===== src/sv/lss_pkg.sv =====
// Shared types, constants and kernel table for the Laplacian sharpening stream.
// No dependencies; used by lss_cell and the top level of the block.
`timescale 1ns / 1ps

package lss_pkg;

   localparam int MAX_WIDTH_DEF = 1024;
   localparam int MAX_HEIGHT    = 4096;
   localparam int MIN_DIM       = 5;

   localparam int PIX_W  = 8;
   localparam int BLUR_W = 16;
   localparam int SUM_W  = 17;
   localparam int X_W    = 25;
   localparam int EDGE_W = 20;
   localparam int PROD_W = 33;
   localparam int T_W    = 35;
   localparam int ROW_W  = 13;

   localparam int FW_W   = 11;
   localparam int FH_W   = 13;
   localparam int STR_W  = 12;
   localparam int CSR_DW = 13;
   localparam int CSR_IW = 2;

   localparam logic [CSR_IW-1:0] REG_FRAME_WIDTH  = 2'd0;
   localparam logic [CSR_IW-1:0] REG_FRAME_HEIGHT = 2'd1;
   localparam logic [CSR_IW-1:0] REG_STRENGTH     = 2'd2;

   localparam logic CMD_PIXEL = 1'b0;
   localparam logic CMD_FLUSH = 1'b1;

   localparam int FRAME_WIDTH_RST  = 640;
   localparam int FRAME_HEIGHT_RST = 480;
   localparam int STRENGTH_RST     = 256;

   // floor(2^32 / 273): quotient estimate is exact or one low
   localparam logic [23:0] RECIP_273 = 24'd15732480;
   localparam int          DIV_273   = 273;
   localparam int          ROUND_273 = 136;
   localparam int          ROUND_OUT = 32768;

   localparam logic [5:0] GAUSS [5][5] = '{
      '{6'd1, 6'd4,  6'd7,  6'd4,  6'd1},
      '{6'd4, 6'd16, 6'd26, 6'd16, 6'd4},
      '{6'd7, 6'd26, 6'd41, 6'd26, 6'd7},
      '{6'd4, 6'd16, 6'd26, 6'd16, 6'd4},
      '{6'd1, 6'd4,  6'd7,  6'd4,  6'd1}};

   typedef struct packed {
      logic             cmd;
      logic [PIX_W-1:0] pixel_in;
   } req_type;

   typedef struct packed {
      logic [PIX_W-1:0] pixel_out;
      logic             frame_end;
   } rsp_type;

   // per-step control carried down the pipeline
   typedef struct packed {
      logic [4:0] cmask;   // window column inside the frame
      logic       bzero;   // blur row below the frame
      logic       emit;    // step produces a result
      logic       upok;
      logic       lok;
      logic       rok;
      logic       last;
   } step_info_type;

endpackage


===== src/sv/lss_cell.sv =====
// One column cell of the 5x5 blur window: holds a column, weights it, passes it on.
// Depends on lss_pkg (kernel table, widths).
`timescale 1ns / 1ps

module lss_cell #(
   parameter int IDX = 0
) (
   input  logic                              clock,
   input  logic                              shift_en,
   input  logic [4:0][lss_pkg::PIX_W-1:0]    col_in,
   output logic [4:0][lss_pkg::PIX_W-1:0]    col_out,
   output logic [lss_pkg::SUM_W-1:0]         wsum
);

   logic [4:0][lss_pkg::PIX_W-1:0] col_ff;

   always_ff @(posedge clock) begin
      if (shift_en) begin
         col_ff <= col_in;
      end
   end

   always_comb begin
      logic [lss_pkg::SUM_W-1:0] acc;
      acc = '0;
      for (int k = 0; k < 5; k++) begin
         acc = acc + lss_pkg::SUM_W'(lss_pkg::GAUSS[IDX][k]) *
               lss_pkg::SUM_W'(col_ff[k]);
      end
      wsum = acc;
   end

   assign col_out = col_ff;

endmodule


===== config.mk =====
export PLATFORM = sky130hd
export DESIGN_NAME = lss_cell
export DESIGN_NICKNAME = d
export VERILOG_FILES = /design/src/sv/lss_pkg.sv /design/src/sv/lss_cell.sv
export SDC_FILE = /design/constraint.sdc
export NUM_CORES = 1
export LEC_CHECK = 0
export BUFFER_PORTS_ARGS = -buffer_cell sky130_fd_sc_hd__buf_2
export CORE_ASPECT_RATIO = 0.7
export CORE_MARGIN = 1.5
export CORE_UTILIZATION = 50
export DETAILED_ROUTE_END_ITERATION = 16
export GPL_ROUTABILITY_DRIVEN = 0
export HOLD_SLACK_MARGIN = 0.08
export PLACE_DENSITY = 0.81
export SETUP_SLACK_MARGIN = 0.02
export SLEW_MARGIN = 20
export SYNTH_ARGS = -nofsm -noshare
export SYNTH_HDL_FRONTEND = slang
export SYNTH_SLANG_ARGS = --single-unit

===== constraint.sdc =====
create_clock -name clock -period 10.3 [get_ports clock]
set_clock_uncertainty 0.1 [all_clocks]
set_input_delay 0.515 -clock clock [delete_from_list [all_inputs] [get_ports clock]]
set_output_delay 0.515 -clock clock [all_outputs]
set_load 0.1 [all_outputs]

==> impl_metrics.json, run 1 <==
{
  "synthDominantCellAreaShare_pct": 44.36,
  "drc_errors": 0,
  "htree_levels": 2,
  "synthesis.area_um2": 2708,
  "cts_root_buffer": "clkbuf_8",
  "drive_gt1_share_pct": 34.22,
  "report.final.slew_viol_count": 0,
  "yosys_warns": 0,
  "netlist.top_cell.by_area": "edfxtp_1",
  "die-height_um": 64.57,
  "yosys.cell_types.count": 25,
  "hold_path.class": "input pin to flop",
  "tritoncts_num_sinks": 40,
  "cts_post_setup_buffers_inserted": 0,
  "detail-route-antenna-nets": 0,
  "initial_antenna_violation_count": 0,
  "first_pass_grt_wire_length_mm": 7.162,
  "clkTransAtPathRegs_ns": 0.08,
  "largest_reg_flops": 40,
  "ios": 99,
  "postSynthRegisterBits": 40,
  "synth_enable_flop_cells": 40,
  "final-setup-viol-count": 0,
  "yosys_most_used_dff": "edfxtp_1",
  "post-synth-top-count-cell": "inv_1",
  "tritoncts_clock_tree": "built",
  "critical_path.startpoint_type": "flop",
  "dieArea_um2": 5873,
  "fp-row-count": 22,
  "core-area_um2": 5230,
  "critPathMaxFanout": 4,
  "clock.fmax_mhz": 184.6,
  "area.growth.synth_to_final_pct": 23.11,
  "cp-end-kind": "output pin",
  "cts_made_buffers": 5,
  "clk_path_buf_depth": 2,
  "synthCells": 200,
  "critical_path_required_ns": 9.69,
  "vias": 1678,
  "rsz0062_at_grt": "no",
  "detail_route.wl_per_cell_um": 11.40,
  "report.final.hold_viol_count": 0,
  "nets": 401,
  "diodes": 0,
  "grt_start_max_net_pins": 41,
  "starting_density_pct": 51.77,
  "synth.top_cells.by_area": "edfxtp_1 (44%), fa_1 (27%), ha_1 (11%)",
  "viasPerCell": 4.499,
  "postCtsResizedCells": 0,
  "critical_path_arrival_ns": 4.80,
  "yosysSeqAreaShare_pct": 44.36,
  "fin_ws_ns": 4.882,
  "netlist_top_cells_count": "inv_1 (61), edfxtp_1 (40), fa_1 (36)",
  "grt_pass1_vias": 1660,
  "place.detailed.hpwl_mm": 3.730,
  "timing_worst_slew_pin_value_ns": 0.8485,
  "setup.worst_path.class": "flop to output pin",
  "drtIter0Drc": 23,
  "layout_utilization_pct": 63.73,
  "outcome": "completed",
  "timing.max_slew.rel_slack_pct": 43.43,
  "maxCapViolations": 0,
  "floorplan.die.width_um": 90.96,
  "postCtsHoldBufs": 0,
  "count_of_port_buffers_added_during_placement": 94,
  "synth_async_sr_flop_share_pct": 0,
  "part_of_the_cycle_the_worst_path_needs_pct": 52.60,
  "global_route.overflow_total": 0,
  "track_usage_pct": 15.97,
  "synthesis.area_per_instance_um2": 13.54,
  "post-place-ws_ns": 5.162,
  "setup_total_negative_slack_ns": 0,
  "first_pass_iters": 4,
  "min_clock_period_post_route_ns": 5.418,
  "route.final.wire_length_mm": 4.254
}
[kinds of logic (layout without fill, tap and decap cells)]
| logic type | after synthesis | count (layout) | synth area share (%) |
|---|---|---|---|
| buffers and inverters | 65 | 163 | 9.566 |
| DFF | 40 | 40 | 44.36 |
| other | 1 | 4 | 0.1385 |
| xor gates and xnor gates | 6 | 6 | 1.941 |
| AOI/OAI and AO/OA | 15 | 15 | 3.743 |
| and+or+nand+nor | 14 | 14 | 3.005 |
| adders and majority gates | 59 | 59 | 37.25 |
[final timing paths]
| kind | slack, ns | depth (start not counted) | to | from |
|---|---|---|---|---|
| max | 4.88 | 15 | wsum[11] | col_out[17]$_DFFE_PP_ |
| min | 0.30 | 1 | col_out[26]$_DFFE_PP_ | col_in[26] |
[worst max-delay path, stage by stage, from the launching register on]
cell,delay [ns]
edfxtp_1,0.41
inv_1,0.08
fa_1,0.53
inv_1,0.05
fa_1,0.50
fa_1,0.54
inv_1,0.05
fa_1,0.49
inv_1,0.04
ha_1,0.21
fa_1,0.40
a21o_1,0.22
a221oi_2,0.29
o21ai_1,0.11
xnor2_1,0.14
buf_2,0.44
[area by class of cell]
cell class / instances / area (um^2)
Sequential cell: 40 / 1201
Clock buffer: 6 / 72.57
Fill cell: 411 / 1897
Inverter: 61 / 229.0
Tap cell: 72 / 90.09
Timing Repair Buffer: 94 / 470.5
Clock inverter: 2 / 11.26
Multi-Input combinational cell: 98 / 1259
[placed cells by master (no fill, tap or decap), drive strengths merged]
cell type  netlist  routed
a21o             3       3
fa              36      36
or2              1       1
xor2             2       2
buf              4      94
clkbuf           0       6
nor2b            1       1
a211o            1       1
clkinvlp         0       1
inv             61      61
nand3b           1       1
clkinv           0       1
a21oi            6       6
nor2             2       2
a31oi            1       1
o21ai            1       1
nand2b           1       1
and3             1       1
a221oi           1       1
o21a             1       1
conb             1       4
xnor2            4       4
nor3b            1       1
o22ai            1       1
nand4b           2       2
nand2            4       4
edfxtp          40      40
ha              23      23
[through the flow]
stage	hold slack, ns	cell area (um^2)	std cells
after floorplan	0.5139	2719	203
after detailed placement	0.5931	3249	365
after CTS	0.2877	3333	373
after global routing	0.2796	3333	373
after global placement	0.5912	3249	365
final	0.2969	3333	373
[layer usage]
metal | vias to the layer above | wire length [um] | GRT usage (%) | part of all wire (%)
met5 | - | 0 | 0 | 0
li1 | 817 | - | - | -
met2 | 67 | 1990 | 26.21 | 47
met4 | 0 | 34 | 4.102 | 0.80
met3 | 5 | 348 | 5.399 | 8.2
met1 | 789 | 1881 | 20.57 | 44
Power of run 1 is left out: the tool's default activity adds up to more than one toggle a clock period on the data nets, which glitch-free logic cannot reach.
==> run 2: changes to the inputs <==
clock period = 5.5 ns   (was 10.3 ns; I/O delays follow)
==> impl_metrics.json, run 2 (synthesis gave the netlist of run 1 again) <==
{
  "detail-route-antenna-nets": 0,
  "dieArea_um2": 5873,
  "core-area_um2": 5230,
  "die-height_um": 64.57,
  "vias": 1861,
  "count_of_port_buffers_added_during_placement": 94,
  "grt_pass1_vias": 1985,
  "largest_reg_flops": 40,
  "cp-end-kind": "output pin",
  "critical_path.startpoint_type": "flop",
  "drive_gt1_share_pct": 31.67,
  "cts_post_setup_buffers_inserted": 0,
  "nets": 441,
  "viasPerCell": 4.506,
  "drc_errors": 0,
  "tritoncts_clock_tree": "built",
  "outcome": "completed",
  "detail_route.wl_per_cell_um": 12.70,
  "critical_path_required_ns": 5.12,
  "maxCapViolations": 0,
  "setup.worst_path.class": "flop to output pin",
  "grt_start_max_net_pins": 41,
  "critical_path_arrival_ns": 4.82,
  "track_usage_pct": 19.40,
  "report.final.slew_viol_count": 0,
  "clk_path_buf_depth": 2,
  "area.growth.synth_to_final_pct": 39.79,
  "cts_made_buffers": 5,
  "starting_density_pct": 51.77,
  "first_pass_grt_wire_length_mm": 8.721,
  "rsz0062_at_grt": "no",
  "highest_count_cells_in_the_layout_ignoring_fill_and_taps": "buf_2 (93), inv_1 (61), edfxtp_1 (40), dlygate4sd3_1 (40), fa_1 (36)",
  "route.final.wire_length_mm": 5.247,
  "critPathBufInv": 5,
  "clock.fmax_mhz": 192.6,
  "hold_path.class": "input pin to flop",
  "layout.filler_cells": 361,
  "fp-row-count": 22,
  "cts_root_buffer": "clkbuf_8",
  "cp_top_family": "adder cells",
  "critPathMaxFanout": 4,
  "layout_commonest_cell": "buf_2",
  "hold-worst-slack_ns": 0.5587,
  "first_pass_iters": 4,
  "floorplan.die.width_um": 90.96,
  "htree_levels": 2,
  "min_clock_period_post_route_ns": 5.193,
  "final-setup-viol-count": 0,
  "diodes": 0,
  "ios": 99,
  "global_route.overflow_total": 0,
  "regArea_um2": 1201,
  "clkTransAtPathRegs_ns": 0.07,
  "cp_slowest_cell": "fa_1",
  "drtIter0Drc": 41,
  "place.detailed.hpwl_mm": 3.893,
  "report.final.hold_viol_count": 0,
  "worstSetupPathDepth": 15,
  "worst_hold_path.num_cells": 1,
  "critical_path_max_stage_delay_ns": 0.54,
  "part_of_the_cycle_the_worst_path_needs_pct": 94.42,
  "multiInputGateArea_um2": 1308,
  "initial_antenna_violation_count": 0,
  "timing.max_slew.rel_slack_pct": 41.52,
  "tritoncts_num_sinks": 40,
  "timing_worst_slew_pin_value_ns": 0.8772,
  "setup_total_negative_slack_ns": 0,
  "critPathMostFrequentCell": "fa_1",
  "cell_breakdown_of_the_critical_path": "inv_1 > fa_1 > inv_1 > fa_1 > fa_1 > inv_1 > fa_1 > inv_1 > ha_1 > fa_1 > a21o_1 > a221oi_2 > o21ai_1 > xnor2_2 > clkbuf_4"
}
## run 2: changes by cell type in the layout (fill, tap and decap cells not counted)
| cell | previous run | this run |
|---|---|---|
| buf_2 | 94 | 93 |
| xnor2_1 | 4 | 0 |
| dlygate4sd3_1 | 0 | 40 |
| xor2_1 | 2 | 1 |
| xor2_4 | 0 | 1 |
| clkbuf_4 | 0 | 1 |
| xnor2_2 | 0 | 4 |
## run 2: timing repair
item | 4_1_cts | 5_1_grt
hold buffers | 40 | 0
hold endpoints to repair | 40 | 0
setup endpoints to repair | 0 | 1
resized for setup | 0 | 1
## run 2: cell type report
cell class                      count  share of cell area (%)
Clock buffer                        6                   1.917
Clock inverter                      2                  0.2975
Inverter                           61                   6.050
Multi-Input combinational cell     98                   34.55
Sequential cell                    40                   31.74
Tap cell                           72                   2.380
Timing Repair Buffer              134                   23.07
## run 2: metrics by stage
stage                     cells  area (um^2)  util (%)  setup WS (ns)
after global placement      365         3298     63.06         0.5814
after detailed placement    365         3298     63.06         0.4940
final                       413         3785     72.37         0.3072
after floorplan             203         2768         -        -0.4252
after global routing        413         3785     72.37         0.1084
after CTS                   413         3782     72.32         0.1689
## run 2: per-layer routing
metal | up-vias | GRT usage, % | part of all wire [%]
li1 | 897 | - | -
met1 | 885 | 22.85 | 41
met2 | 71 | 34.79 | 50
met3 | 8 | 5.634 | 6.8
met4 | 0 | 5.664 | 1.4
met5 | - | 0 | 0
## run 2: path summary, 6_finish.rpt
kind,start,slack [ns],to
max,col_out[17]$_DFFE_PP_,0.31,wsum[11]
min,shift_en,0.56,col_out[11]$_DFFE_PP_
Power of run 2 is left out for the same reason.
